<file path="config.mk">
export PLATFORM = sky130hd
export DESIGN_NAME = crc_checked_ring_record_log_core
export DESIGN_NICKNAME = d
export VERILOG_FILES = /design/src/hw/rtl/crcl_pkg.sv /design/src/hw/rtl/crcl_front.sv /design/src/hw/rtl/crcl_queue.sv /design/src/hw/rtl/crcl_rem.sv /design/src/hw/rtl/crcl_back.sv /design/src/hw/rtl/crc_checked_ring_record_log_core.sv
export SDC_FILE = /design/constraint.sdc
export NUM_CORES = 2
export LEC_CHECK = 0
export ABC_AREA = 1
export BUFFER_PORTS_ARGS = -buffer_cell sky130_fd_sc_hd__buf_4
export CAP_MARGIN = 20
export CELL_PAD_IN_SITES_DETAIL_PLACEMENT = 1
export CELL_PAD_IN_SITES_GLOBAL_PLACEMENT = 1
export CORE_ASPECT_RATIO = 0.5
export CORE_MARGIN = 2
export CORE_UTILIZATION = 35
export DETAILED_ROUTE_END_ITERATION = 12
export PLACE_DENSITY = 0.72
export SYNTH_ARGS = -nofsm -noshare
export SYNTH_HDL_FRONTEND = slang
export SYNTH_SLANG_ARGS = --single-unit
</file>
<file path="constraint.sdc">
create_clock -name i_clk -period 13.6 [get_ports i_clk]
set_input_delay 2.72 -clock i_clk [delete_from_list [all_inputs] [get_ports i_clk]]
set_output_delay 2.72 -clock i_clk [all_outputs]
set_load 0.02 [all_outputs]
</file>
<file path="src/hw/rtl/crcl_pkg.sv">
package crcl_pkg;

    localparam int ADDRESS_BITS_DEF = 13;
    localparam int QUEUE_DEPTH_DEF  = 4;
    localparam int SLOT_W           = 10;
    localparam int LEN_W            = 13;
    localparam int CFG_DATA_W       = 13;
    localparam int CFG_INDEX_W      = 2;

    localparam logic [31:0] CRC_POLY    = 32'hEDB8_8320;
    localparam logic [31:0] CRC_INIT    = 32'hFFFF_FFFF;
    localparam logic [7:0]  MARK_COMMIT = 8'hFE;
    localparam logic [7:0]  MARK_FREE   = 8'hFF;

    typedef enum logic [2:0] {
        OP_SCAN_BEGIN = 3'd0,
        OP_SCAN_BYTE  = 3'd1,
        OP_FORMAT     = 3'd2,
        OP_PUT        = 3'd3,
        OP_STATUS     = 3'd4
    } t_op;

    typedef enum logic [1:0] {
        KIND_WRITE   = 2'd0,
        KIND_VERDICT = 2'd1,
        KIND_STATUS  = 2'd2
    } t_kind;

    typedef enum logic [CFG_INDEX_W-1:0] {
        REG_BASE_ADDRESS   = 2'd0,
        REG_PAYLOAD_LENGTH = 2'd1,
        REG_SLOT_COUNT     = 2'd2
    } t_reg;

    typedef struct packed {
        logic [LEN_W-1:0]  base;
        logic [LEN_W-1:0]  len;
        logic [SLOT_W-1:0] count;
    } t_cfg;

    typedef struct packed {
        t_op        op;
        logic [7:0] data;
    } t_item;

    // reflected crc-32, one byte
    function automatic logic [31:0] crc_byte(input logic [31:0] c, input logic [7:0] b);
        logic [31:0] x;
        x = c ^ {24'd0, b};
        for (int i = 0; i < 8; i++) begin
            x = x[0] ? ((x >> 1) ^ CRC_POLY) : (x >> 1);
        end
        return x;
    endfunction

endpackage

</file>
<file path="src/hw/rtl/crcl_front.sv">
module crcl_front import crcl_pkg::*; (
    input  logic  i_clk,
    input  logic  i_rst_n,
    input  logic  i_in_valid,
    output logic  o_in_stall,
    input  logic  [2:0] i_op,
    input  logic  [7:0] i_data_byte,
    input  logic  i_q_full,
    output logic  o_push,
    output t_item o_push_item
);

    logic  r_valid, n_valid;
    t_item r_item;
    logic  in_acc;
    logic  op_known;

    assign o_in_stall  = r_valid && i_q_full;
    assign in_acc      = i_in_valid && !o_in_stall;
    assign op_known    = (i_op <= OP_STATUS);
    assign o_push      = r_valid && !i_q_full;
    assign o_push_item = r_item;

    // unknown ops are dropped here, they have no effect
    always_comb begin
        n_valid = (r_valid && i_q_full) || (in_acc && op_known);
    end

    always_ff @(posedge i_clk) begin
        if (!i_rst_n) begin
            r_valid <= 1'b0;
        end else begin
            r_valid <= n_valid;
        end
    end

    always_ff @(posedge i_clk) begin
        if (in_acc && op_known) begin
            r_item.op   <= t_op'(i_op);
            r_item.data <= i_data_byte;
        end
    end

endmodule

</file>
<file path="src/hw/rtl/crcl_queue.sv">
module crcl_queue import crcl_pkg::*; #(
    parameter int DEPTH = QUEUE_DEPTH_DEF
) (
    input  logic  i_clk,
    input  logic  i_rst_n,
    input  logic  i_push,
    input  t_item i_push_item,
    output logic  o_full,
    input  logic  i_pop,
    output logic  o_valid,
    output t_item o_head
);

    localparam int PTR_W = $clog2(DEPTH);
    localparam int CNT_W = $clog2(DEPTH + 1);

    t_item             r_mem [DEPTH];
    logic [PTR_W-1:0]  r_wr, r_rd;
    logic [CNT_W-1:0]  r_cnt;

    assign o_full  = (r_cnt == CNT_W'(DEPTH));
    assign o_valid = (r_cnt != '0);
    assign o_head  = r_mem[r_rd];

    always_ff @(posedge i_clk) begin
        if (!i_rst_n) begin
            r_wr  <= '0;
            r_rd  <= '0;
            r_cnt <= '0;
        end else begin
            if (i_push) begin
                r_wr <= (r_wr == PTR_W'(DEPTH - 1)) ? '0 : r_wr + 1'b1;
            end
            if (i_pop) begin
                r_rd <= (r_rd == PTR_W'(DEPTH - 1)) ? '0 : r_rd + 1'b1;
            end
            if (i_push && !i_pop) begin
                r_cnt <= r_cnt + 1'b1;
            end else if (i_pop && !i_push) begin
                r_cnt <= r_cnt - 1'b1;
            end
        end
    end

    always_ff @(posedge i_clk) begin
        if (i_push) begin
            r_mem[r_wr] <= i_push_item;
        end
    end

endmodule

</file>
<file path="src/hw/rtl/crcl_rem.sv">
module crcl_rem import crcl_pkg::*; (
    input  logic              i_clk,
    input  logic              i_rst_n,
    input  logic              i_start,
    input  logic [SLOT_W:0]   i_dividend,
    input  logic [SLOT_W-1:0] i_divisor,
    output logic              o_done,
    output logic [SLOT_W-1:0] o_rem
);

    localparam int DVD_W = SLOT_W + 1;
    localparam int CNT_W = $clog2(DVD_W + 1);

    logic             r_busy, r_done;
    logic [CNT_W-1:0] r_cnt;
    logic [DVD_W-1:0] r_rem, r_dvd;
    logic [DVD_W-1:0] trial;
    logic             ge;

    // restoring remainder, one dividend bit per cycle
    assign trial  = {r_rem[DVD_W-2:0], r_dvd[DVD_W-1]};
    assign ge     = (trial >= {1'b0, i_divisor});
    assign o_done = r_done;
    assign o_rem  = r_rem[SLOT_W-1:0];

    always_ff @(posedge i_clk) begin
        if (!i_rst_n) begin
            r_busy <= 1'b0;
            r_done <= 1'b0;
            r_cnt  <= '0;
        end else begin
            r_done <= 1'b0;
            if (i_start) begin
                r_busy <= 1'b1;
                r_cnt  <= CNT_W'(DVD_W);
                r_rem  <= '0;
                r_dvd  <= i_dividend;
            end else if (r_busy) begin
                r_rem <= ge ? (trial - {1'b0, i_divisor}) : trial;
                r_dvd <= r_dvd << 1;
                r_cnt <= r_cnt - 1'b1;
                if (r_cnt == CNT_W'(1)) begin
                    r_busy <= 1'b0;
                    r_done <= 1'b1;
                end
            end
        end
    end

endmodule

</file>
<file path="src/hw/rtl/crcl_back.sv">
module crcl_back import crcl_pkg::*; #(
    parameter int ADDRESS_BITS = ADDRESS_BITS_DEF
) (
    input  logic                    i_clk,
    input  logic                    i_rst_n,
    input  t_cfg                    i_cfg,
    input  logic                    i_q_valid,
    input  t_item                   i_q_item,
    output logic                    o_q_pop,
    output logic                    o_out_valid,
    input  logic                    i_out_stall,
    output logic [1:0]              o_kind,
    output logic [ADDRESS_BITS-1:0] o_write_address,
    output logic [7:0]              o_write_data,
    output logic                    o_slot_valid,
    output logic                    o_latest_valid,
    output logic [ADDRESS_BITS-1:0] o_latest_payload_address,
    output logic [31:0]             o_latest_sequence,
    output logic                    o_last
);

    typedef logic [ADDRESS_BITS-1:0] t_addr;

    typedef enum logic [6:0] {
        S_RUN  = 7'b0000001,
        S_MOD  = 7'b0000010,
        S_ADDR = 7'b0000100,
        S_SEQ  = 7'b0001000,
        S_PAY  = 7'b0010000,
        S_CRC  = 7'b0100000,
        S_MARK = 7'b1000000
    } t_state;

    t_state r_state, n_state;

    logic              r_newest_valid, n_newest_valid;
    logic [SLOT_W-1:0] r_newest_index, n_newest_index;
    logic [31:0]       r_newest_seq, n_newest_seq;
    logic [SLOT_W-1:0] r_scan_slot, n_scan_slot;
    logic [13:0]       r_byte_pos, n_byte_pos;
    logic [31:0]       r_crc, n_crc;
    logic [31:0]       r_stored_crc, n_stored_crc;
    logic [31:0]       r_scan_seq, n_scan_seq;
    logic [7:0]        r_scan_mark, n_scan_mark;
    logic [SLOT_W-1:0] r_target_slot, n_target_slot;
    t_addr             r_target_addr, n_target_addr;
    logic [31:0]       r_put_seq, n_put_seq;
    logic [SLOT_W-1:0] r_format_cnt, n_format_cnt;
    logic [13:0]       r_put_pos, n_put_pos;
    logic [31:0]       r_put_crc, n_put_crc;
    logic [7:0]        r_put_byte, n_put_byte;
    logic [1:0]        r_step, n_step;

    logic              r_out_valid;
    t_kind             r_kind;
    t_addr             r_waddr, r_laddr;
    logic [7:0]        r_wdata;
    logic              r_sv, r_lvalid, r_last;
    logic [31:0]       r_lseq;

    logic [LEN_W-1:0]  len;
    logic [SLOT_W-1:0] cnt;
    logic [13:0]       len14, slot_size, end_pos, pos_diff, pay_pos_n;
    logic              out_ready;
    logic [7:0]        b, pay_byte, seq_byte, crc_out_byte;
    logic [31:0]       crc_final;
    logic              pay_end;
    logic [1:0]        seq_lane;
    logic [31:0]       stored_upd, seq_diff;
    logic              scan_ok, take;
    logic [SLOT_W-1:0] fc_eff;
    logic              fmt_done;

    logic              emit, e_sv, e_last, use_fmt_addr, load_target, rem_start;
    t_kind             e_kind;
    t_addr             e_addr_raw;
    logic [7:0]        e_data;

    logic [SLOT_W-1:0] mul_idx;
    logic [23:0]       mul_full;
    t_addr             slot_addr;
    logic [SLOT_W:0]   rem_dividend;
    logic              rem_done;
    logic [SLOT_W-1:0] rem_value;

    crcl_rem u_rem (
        .i_clk      (i_clk),
        .i_rst_n    (i_rst_n),
        .i_start    (rem_start),
        .i_dividend (rem_dividend),
        .i_divisor  (cnt),
        .o_done     (rem_done),
        .o_rem      (rem_value)
    );

    assign len          = (i_cfg.len == '0) ? LEN_W'(1) : i_cfg.len;
    assign cnt          = (i_cfg.count == '0) ? SLOT_W'(1) : i_cfg.count;
    assign len14        = {1'b0, len};
    assign slot_size    = len14 + 14'd9;
    assign end_pos      = len14 + 14'd8;
    assign pos_diff     = r_byte_pos - (len14 + 14'd5);
    assign out_ready    = !r_out_valid || !i_out_stall;
    assign b            = i_q_item.data;
    assign rem_dividend = {1'b0, r_newest_index} + 1'b1;

    assign pay_byte     = (r_state == S_PAY) ? r_put_byte : b;
    assign pay_pos_n    = r_put_pos + 1'b1;
    assign pay_end      = (pay_pos_n >= len14) || (pay_pos_n == '0);
    assign seq_byte     = r_put_seq[{r_step, 3'b000} +: 8];
    assign crc_final    = r_put_crc ^ CRC_INIT;
    assign crc_out_byte = crc_final[{r_step, 3'b000} +: 8];

    assign seq_lane     = r_byte_pos[1:0] - 2'd1;
    assign stored_upd   = r_stored_crc | ({24'd0, b} << {pos_diff[1:0], 3'b000});
    assign seq_diff     = r_scan_seq - r_newest_seq;

    assign fc_eff       = (r_format_cnt >= cnt) ? '0 : r_format_cnt;
    assign fmt_done     = ({1'b0, fc_eff} + 1'b1) >= {1'b0, cnt};

    always_comb begin
        n_state        = r_state;
        n_newest_valid = r_newest_valid;
        n_newest_index = r_newest_index;
        n_newest_seq   = r_newest_seq;
        n_scan_slot    = r_scan_slot;
        n_byte_pos     = r_byte_pos;
        n_crc          = r_crc;
        n_stored_crc   = r_stored_crc;
        n_scan_seq     = r_scan_seq;
        n_scan_mark    = r_scan_mark;
        n_target_slot  = r_target_slot;
        n_put_seq      = r_put_seq;
        n_format_cnt   = r_format_cnt;
        n_put_pos      = r_put_pos;
        n_put_crc      = r_put_crc;
        n_put_byte     = r_put_byte;
        n_step         = r_step;
        o_q_pop        = 1'b0;
        emit           = 1'b0;
        e_kind         = KIND_WRITE;
        e_addr_raw     = '0;
        e_data         = '0;
        e_sv           = 1'b0;
        e_last         = 1'b0;
        use_fmt_addr   = 1'b0;
        load_target    = 1'b0;
        rem_start      = 1'b0;
        scan_ok        = 1'b0;
        take           = 1'b0;

        unique case (r_state)
            S_RUN: begin
                if (i_q_valid && out_ready) begin
                    o_q_pop = 1'b1;
                    unique case (i_q_item.op)
                        OP_SCAN_BEGIN: begin
                            n_newest_valid = 1'b0;
                            n_newest_index = '0;
                            n_newest_seq   = '0;
                            n_scan_slot    = '0;
                            n_byte_pos     = '0;
                            n_crc          = CRC_INIT;
                            n_stored_crc   = '0;
                            n_scan_seq     = '0;
                            n_scan_mark    = '0;
                        end
                        OP_SCAN_BYTE: begin
                            if (r_scan_slot < cnt) begin
                                if (r_byte_pos == '0) begin
                                    n_scan_mark = b;
                                end else if (r_byte_pos <= 14'd4) begin
                                    n_scan_seq = r_scan_seq | ({24'd0, b} << {seq_lane, 3'b000});
                                    n_crc      = crc_byte(r_crc, b);
                                end else if (r_byte_pos < len14 + 14'd5) begin
                                    n_crc = crc_byte(r_crc, b);
                                end else if (pos_diff < 14'd4) begin
                                    n_stored_crc = stored_upd;
                                end
                                if (r_byte_pos >= end_pos) begin
                                    // crc and sequence are complete before the last slot byte
                                    scan_ok = (r_scan_mark == MARK_COMMIT) &&
                                              ((r_crc ^ CRC_INIT) == n_stored_crc);
                                    take = scan_ok && (!r_newest_valid ||
                                           (seq_diff != '0 && !seq_diff[31]));
                                    if (take) begin
                                        n_newest_valid = 1'b1;
                                        n_newest_index = r_scan_slot;
                                        n_newest_seq   = r_scan_seq;
                                    end
                                    n_scan_slot  = r_scan_slot + 1'b1;
                                    n_byte_pos   = '0;
                                    n_crc        = CRC_INIT;
                                    n_stored_crc = '0;
                                    n_scan_seq   = '0;
                                    n_scan_mark  = '0;
                                    emit         = 1'b1;
                                    e_kind       = KIND_VERDICT;
                                    e_sv         = scan_ok;
                                    e_last       = (n_scan_slot >= cnt);
                                end else begin
                                    n_byte_pos = r_byte_pos + 1'b1;
                                end
                            end
                        end
                        OP_FORMAT: begin
                            emit         = 1'b1;
                            use_fmt_addr = 1'b1;
                            e_data       = MARK_FREE;
                            e_last       = fmt_done;
                            if (fmt_done) begin
                                n_newest_valid = 1'b0;
                                n_newest_index = '0;
                                n_newest_seq   = '0;
                                n_format_cnt   = '0;
                            end else begin
                                n_format_cnt = fc_eff + 1'b1;
                            end
                        end
                        OP_PUT: begin
                            n_put_byte = b;
                            if (r_put_pos == '0) begin
                                n_put_seq = r_newest_seq + 1'b1;
                                n_put_crc = CRC_INIT;
                                n_step    = '0;
                                if (r_newest_valid) begin
                                    rem_start = 1'b1;
                                    n_state   = S_MOD;
                                end else begin
                                    n_target_slot = '0;
                                    n_state       = S_ADDR;
                                end
                            end else begin
                                emit       = 1'b1;
                                e_addr_raw = r_target_addr + t_addr'(5) + t_addr'(r_put_pos);
                                e_data     = pay_byte;
                                n_put_crc  = crc_byte(r_put_crc, pay_byte);
                                n_put_pos  = pay_end ? '0 : pay_pos_n;
                                if (pay_end) begin
                                    n_step  = '0;
                                    n_state = S_CRC;
                                end
                            end
                        end
                        OP_STATUS: begin
                            emit   = 1'b1;
                            e_kind = KIND_STATUS;
                        end
                        default: begin
                            o_q_pop = 1'b1;
                        end
                    endcase
                end
            end
            S_MOD: begin
                if (rem_done) begin
                    n_target_slot = rem_value;
                    n_state       = S_ADDR;
                end
            end
            S_ADDR: begin
                load_target = 1'b1;
                n_state     = S_SEQ;
            end
            S_SEQ: begin
                if (out_ready) begin
                    emit       = 1'b1;
                    e_addr_raw = r_target_addr + t_addr'(1) + t_addr'(r_step);
                    e_data     = seq_byte;
                    n_put_crc  = crc_byte(r_put_crc, seq_byte);
                    n_step     = r_step + 1'b1;
                    if (r_step == 2'd3) begin
                        n_state = S_PAY;
                    end
                end
            end
            S_PAY: begin
                if (out_ready) begin
                    emit       = 1'b1;
                    e_addr_raw = r_target_addr + t_addr'(5) + t_addr'(r_put_pos);
                    e_data     = pay_byte;
                    n_put_crc  = crc_byte(r_put_crc, pay_byte);
                    n_put_pos  = pay_end ? '0 : pay_pos_n;
                    n_step     = '0;
                    n_state    = pay_end ? S_CRC : S_RUN;
                end
            end
            S_CRC: begin
                if (out_ready) begin
                    emit       = 1'b1;
                    e_addr_raw = r_target_addr + t_addr'(5) + t_addr'(len) + t_addr'(r_step);
                    e_data     = crc_out_byte;
                    n_step     = r_step + 1'b1;
                    if (r_step == 2'd3) begin
                        n_state = S_MARK;
                    end
                end
            end
            S_MARK: begin
                if (out_ready) begin
                    emit           = 1'b1;
                    e_addr_raw     = r_target_addr;
                    e_data         = MARK_COMMIT;
                    e_last         = 1'b1;
                    n_newest_valid = 1'b1;
                    n_newest_index = r_target_slot;
                    n_newest_seq   = r_put_seq;
                    n_put_crc      = CRC_INIT;
                    n_state        = S_RUN;
                end
            end
            default: begin
                n_state = S_RUN;
            end
        endcase
    end

    // one shared slot address multiplier
    assign mul_idx       = use_fmt_addr ? fc_eff : (load_target ? r_target_slot : n_newest_index);
    assign mul_full      = {14'd0, mul_idx} * {10'd0, slot_size};
    assign slot_addr     = t_addr'(i_cfg.base) + mul_full[ADDRESS_BITS-1:0];
    assign n_target_addr = load_target ? slot_addr : r_target_addr;

    always_ff @(posedge i_clk) begin
        if (!i_rst_n) begin
            r_state        <= S_RUN;
            r_newest_valid <= 1'b0;
            r_newest_index <= '0;
            r_newest_seq   <= '0;
            r_scan_slot    <= '0;
            r_byte_pos     <= '0;
            r_crc          <= CRC_INIT;
            r_stored_crc   <= '0;
            r_scan_seq     <= '0;
            r_scan_mark    <= '0;
            r_target_slot  <= '0;
            r_target_addr  <= '0;
            r_put_seq      <= '0;
            r_format_cnt   <= '0;
            r_put_pos      <= '0;
            r_put_crc      <= CRC_INIT;
            r_step         <= '0;
            r_out_valid    <= 1'b0;
        end else begin
            r_state        <= n_state;
            r_newest_valid <= n_newest_valid;
            r_newest_index <= n_newest_index;
            r_newest_seq   <= n_newest_seq;
            r_scan_slot    <= n_scan_slot;
            r_byte_pos     <= n_byte_pos;
            r_crc          <= n_crc;
            r_stored_crc   <= n_stored_crc;
            r_scan_seq     <= n_scan_seq;
            r_scan_mark    <= n_scan_mark;
            r_target_slot  <= n_target_slot;
            r_target_addr  <= n_target_addr;
            r_put_seq      <= n_put_seq;
            r_format_cnt   <= n_format_cnt;
            r_put_pos      <= n_put_pos;
            r_put_crc      <= n_put_crc;
            r_step         <= n_step;
            if (out_ready) begin
                r_out_valid <= emit;
            end
        end
    end

    // result register, info fields show the newest record after this item
    always_ff @(posedge i_clk) begin
        r_put_byte <= n_put_byte;
        if (emit && out_ready) begin
            r_kind   <= e_kind;
            r_waddr  <= (e_kind != KIND_WRITE) ? '0 : (use_fmt_addr ? slot_addr : e_addr_raw);
            r_wdata  <= e_data;
            r_sv     <= e_sv;
            r_last   <= e_last;
            r_lvalid <= (e_kind != KIND_WRITE) && n_newest_valid;
            r_laddr  <= ((e_kind != KIND_WRITE) && n_newest_valid) ?
                        slot_addr + t_addr'(5) : '0;
            r_lseq   <= ((e_kind != KIND_WRITE) && n_newest_valid) ? n_newest_seq : '0;
        end
    end

    assign o_out_valid              = r_out_valid;
    assign o_kind                   = r_kind;
    assign o_write_address          = r_waddr;
    assign o_write_data             = r_wdata;
    assign o_slot_valid             = r_sv;
    assign o_latest_valid           = r_lvalid;
    assign o_latest_payload_address = r_laddr;
    assign o_latest_sequence        = r_lseq;
    assign o_last                   = r_last;

endmodule

</file>
<file path="src/hw/rtl/crc_checked_ring_record_log_core.sv">
// channel  | handshake                          | payload
// config   | i_cfg_wr_en                        | i_cfg_index, i_cfg_wr_data
// input    | i_in_valid / o_in_stall            | i_op, i_data_byte
// output   | o_out_valid / i_out_stall          | o_kind .. o_last
//
// the first put byte runs the remainder unit when a newest record exists, then takes an
// address step and the sequence writes before its payload write; the final put byte adds
// the crc and mark writes, all set by the back sequencer
// items pass the front register and the queue; results leave through the result register
// synchronous active-low reset; no clearing pass, the block takes items right after reset
// a 4-entry queue lets the front keep taking items while the output is stalled
module crc_checked_ring_record_log_core import crcl_pkg::*; #(
    parameter int ADDRESS_BITS = ADDRESS_BITS_DEF,
    parameter int QUEUE_DEPTH  = QUEUE_DEPTH_DEF
) (
    input  logic                    i_clk,
    input  logic                    i_rst_n,
    input  logic                    i_cfg_wr_en,
    input  logic [CFG_INDEX_W-1:0]  i_cfg_index,
    input  logic [CFG_DATA_W-1:0]   i_cfg_wr_data,
    input  logic                    i_in_valid,
    output logic                    o_in_stall,
    input  logic [2:0]              i_op,
    input  logic [7:0]              i_data_byte,
    output logic                    o_out_valid,
    input  logic                    i_out_stall,
    output logic [1:0]              o_kind,
    output logic [ADDRESS_BITS-1:0] o_write_address,
    output logic [7:0]              o_write_data,
    output logic                    o_slot_valid,
    output logic                    o_latest_valid,
    output logic [ADDRESS_BITS-1:0] o_latest_payload_address,
    output logic [31:0]             o_latest_sequence,
    output logic                    o_last
);

    t_cfg  r_cfg;
    logic  push, q_full, q_valid, q_pop;
    t_item push_item, q_head;

    always_ff @(posedge i_clk) begin
        if (!i_rst_n) begin
            r_cfg.base  <= '0;
            r_cfg.len   <= LEN_W'(16);
            r_cfg.count <= SLOT_W'(1);
        end else if (i_cfg_wr_en) begin
            unique case (i_cfg_index)
                REG_BASE_ADDRESS:   r_cfg.base  <= i_cfg_wr_data[LEN_W-1:0];
                REG_PAYLOAD_LENGTH: r_cfg.len   <= i_cfg_wr_data[LEN_W-1:0];
                REG_SLOT_COUNT:     r_cfg.count <= i_cfg_wr_data[SLOT_W-1:0];
                default: begin
                end
            endcase
        end
    end

    crcl_front u_front (
        .i_clk       (i_clk),
        .i_rst_n     (i_rst_n),
        .i_in_valid  (i_in_valid),
        .o_in_stall  (o_in_stall),
        .i_op        (i_op),
        .i_data_byte (i_data_byte),
        .i_q_full    (q_full),
        .o_push      (push),
        .o_push_item (push_item)
    );

    crcl_queue #(
        .DEPTH (QUEUE_DEPTH)
    ) u_queue (
        .i_clk       (i_clk),
        .i_rst_n     (i_rst_n),
        .i_push      (push),
        .i_push_item (push_item),
        .o_full      (q_full),
        .i_pop       (q_pop),
        .o_valid     (q_valid),
        .o_head      (q_head)
    );

    crcl_back #(
        .ADDRESS_BITS (ADDRESS_BITS)
    ) u_back (
        .i_clk                    (i_clk),
        .i_rst_n                  (i_rst_n),
        .i_cfg                    (r_cfg),
        .i_q_valid                (q_valid),
        .i_q_item                 (q_head),
        .o_q_pop                  (q_pop),
        .o_out_valid              (o_out_valid),
        .i_out_stall              (i_out_stall),
        .o_kind                   (o_kind),
        .o_write_address          (o_write_address),
        .o_write_data             (o_write_data),
        .o_slot_valid             (o_slot_valid),
        .o_latest_valid           (o_latest_valid),
        .o_latest_payload_address (o_latest_payload_address),
        .o_latest_sequence        (o_latest_sequence),
        .o_last                   (o_last)
    );

endmodule

</file>
==> qor.yml <==
run_status:
  status: "finished, final reports clean"
timing:
  setup_ws_ps: 1508
  tightestPinTransition_ps: 1191
  fin_crit_ps: 12090
  fin_setup_tns_ps: 0
  rsz0062_at_grt: "false"
  setup-violations-final: 0
  finalHoldViolCount: 0
  slew_headroom_pct: 20.48
  drv_slew: 0
  timing.fmax_ghz: 0.08270
  fin_skew_ps: 57.02
  min_period_over_period_pct: 88.91
logic_synthesis:
  synthArstFlopShare_pct: 0
  ys_warn_count: 0
  synth_flop_cell: "dfxtp_1"
  ys_types: 63
  synth_most_common_cell: "nand2_1"
  synthCells: 4998
  synth.top_cells.by_count: "nand2_1, inv_1, nor2_1"
  synth_area_leaders: "dfxtp_1, edfxtp_1, nand2_1"
  yosys.area.top_type: "dfxtp_1"
  ys_ff_latch: 499
  synth_top_area_share_pct: 19.02
  netlist_area_um2: 36210
  synth_edf_count: 155
  avgSynthCellArea_um2: 7.244
  syn_nets: 5304
  ys_seq_area_share_pct: 31.88
critical_path:
  cp_max_fo: 31
  slowest_stage: "a21boi_1"
  worst_path_most_repeated_cell: "nand2_1"
  endpoint_kind: "flop"
  critical_path_class: "flop to flop"
  max_stage_delay_ps: 730
  cp_data_required_time_ps: 14030
  critical_path_arrival_ps: 12530
  cp-start-kind: "flop"
route:
  topRoutingLayerUsed: "met5"
  wl_met3_um: 9409
  drt_iter0_markers: 2723
  ant_nets: 0
  routedWlPerCell_um: 22.57
  met1_length_um: 65990
  drcViolationCount: 0
  dr.pass1.iters: 6
  wl_um: 145700
  wl_met2_um: 66140
  vias_per_cell: 5.544
  vias: 35770
placed_design:
  dpl.hpwl_um: 110200
  placed_area_um2: 38510
  portBuffers: 103
  dpl.cell_count: 6342
  place_congestion: 0.9669
  dp_slack_ps: 1530
clocking:
  htreeDepth: 2
  clock-sinks: 499
  tritoncts: "done"
  cts_resized: 0
  cts_made_buffers: 53
  cts-root-buf: "clkbuf_16"
  post_cts_buffers: 0
  clockBufferDepth: 3
  path_clk_slew_ps: 60
  cts_hold_buf: 0
  clock_latency_ps: 690
global_route:
  grt_pass1_wl_um: 220200
  grt_max_degree: 81
  grt_remaining_overflow: 0
  grt_pass1_vias: 36230
  antenna_found_initial: 3
  grt_usage_pct: 26.86
finish:
  fin_util_pct: 39.47
  design_area_um2: 40490
  drive_above_1_share_pct: 6.584
  areaGrowthSynthToFinish_pct: 11.84
  nets: 5349
  fin_cells: 6453
job:
  cap_violations: 0
power_and_ir_drop:
  powerDensity_nw_per_um2: 262.0
  vdd_ir_drop_max_v: 0.0003893
  p_leak_nw: 17.60
floorplan:
  fp.dieW_um: 458.9
  dieArea_um2: 106200
  io_pins: 104
  die_h_um: 231.4
  core_area_um2: 102600
  start_util_pct: 35.29
  std_cell_rows: 83
min_path:
  min_path_type: "flop to flop"
==> routing by layer <==
metal	track usage, %	up-vias
met4	7.854	2
met3	4.097	236
met5	0	-
met1	36.75	17830
met2	43.77	1011
li1	-	16690
==> logic make-up after synthesis <==
| group | share of synthesized area (%) |
|---|---|
| AND/OR/NAND/NOR | 23.17 |
| AO/OA/AOI/OAI | 16.40 |
| buffers and inverters | 9.282 |
| flip-flops | 31.88 |
| XOR/XNOR | 8.315 |
| adder cells (fa/ha/maj) | 10.87 |
| multiplexers | 0.08294 |
==> flip-flops by register name, summed over array words and instances (netlist names), 10 cells and up, named ones only <==
register / flops
u_back.r_scan_seq: 32
u_back.r_byte_pos: 14
u_back.r_target_slot: 10
u_back.r_target_addr: 13
u_back.u_rem.r_dvd: 11
u_queue.r_mem: 44
u_back.r_format_cnt: 10
u_back.r_put_crc: 32
u_back.u_rem.r_rem: 10
u_back.o_write_address: 13
u_back.r_newest_index: 10
u_back.r_put_seq: 32
u_back.r_crc: 32
u_back.o_latest_payload_address: 13
r_cfg: 36
u_back.r_stored_crc: 32
u_back.r_scan_slot: 10
u_back.o_latest_sequence: 32
u_front.o_push_item: 11
u_back.r_put_pos: 14
u_back.r_newest_seq: 32
==> through the flow <==
step / hold WS (ps) / power, mW
final: 467.9 / 10.61
after global routing: 493.8 / 11.41
after floorplan: 429.9 / 6.561
after detailed placement: 463.7 / 8.852
after CTS: 472.5 / 10.56
after global placement: 450.6 / 8.684
==> worst paths after layout <==
| check | startpoint | slack, ps | endpoint | cells past startpoint |
|---|---|---|---|---|
| worst max-delay path | r_cfg[22] | 1510 | u_back.o_latest_payload_address[12] | 64 |
| worst min-delay path | u_back.r_scan_mark[3] | 470 | u_back.r_scan_mark[3] | 2 |
| worst min register to register | u_back.r_scan_mark[3] | 470 | u_back.r_scan_mark[3] | 2 |
| worst max register to register | r_cfg[22] | 1510 | u_back.o_latest_payload_address[12] | 64 |
==> cell type report <==
type,instances,area (µm²)
Clock inverter,24,380.4
Fill cell,12730,62110
Sequential cell,499,11540
Multi-Input combinational cell,3622,21390
Clock buffer,76,1524
Inverter,691,2596
Tap cell,1360,1702
Antenna cell,5,12.51
Timing Repair Buffer,176,1348
==> power by group <==
part           internal [mW]  switching (mW)  leakage (nW)
combinational           2.20            4.82          12.5
clock                  0.938           0.704         0.927
sequential              1.77           0.174          4.23
total                   4.91            5.70          17.6
==> critical path: cells and delay by family (launching register included) <==
family | cells | cell delay (ps)
buffers and inverters | 11 | 1450
adders and majority gates | 8 | 3210
and+or+nand+nor | 36 | 4430
xor gates and xnor gates | 2 | 490
DFF | 1 | 540
AOI/OAI and AO/OA | 7 | 1660
==> layout by cell type (no fill, tap or decap), types with 73 or more instances in the layout <==
master / synthesis / layout
a21oi_1: 433 / 431
buf_4: 5 / 172
dfxtp_1: 344 / 344
edfxtp_1: 155 / 155
ha_1: 209 / 209
inv_1: 666 / 666
nand2_1: 969 / 967
nand3_1: 257 / 257
nand4_1: 91 / 91
nor2_1: 496 / 493
o211ai_1: 73 / 73
o21ai_0: 293 / 293
xor2_1: 274 / 274
Power figures use the tool's default switching activity.
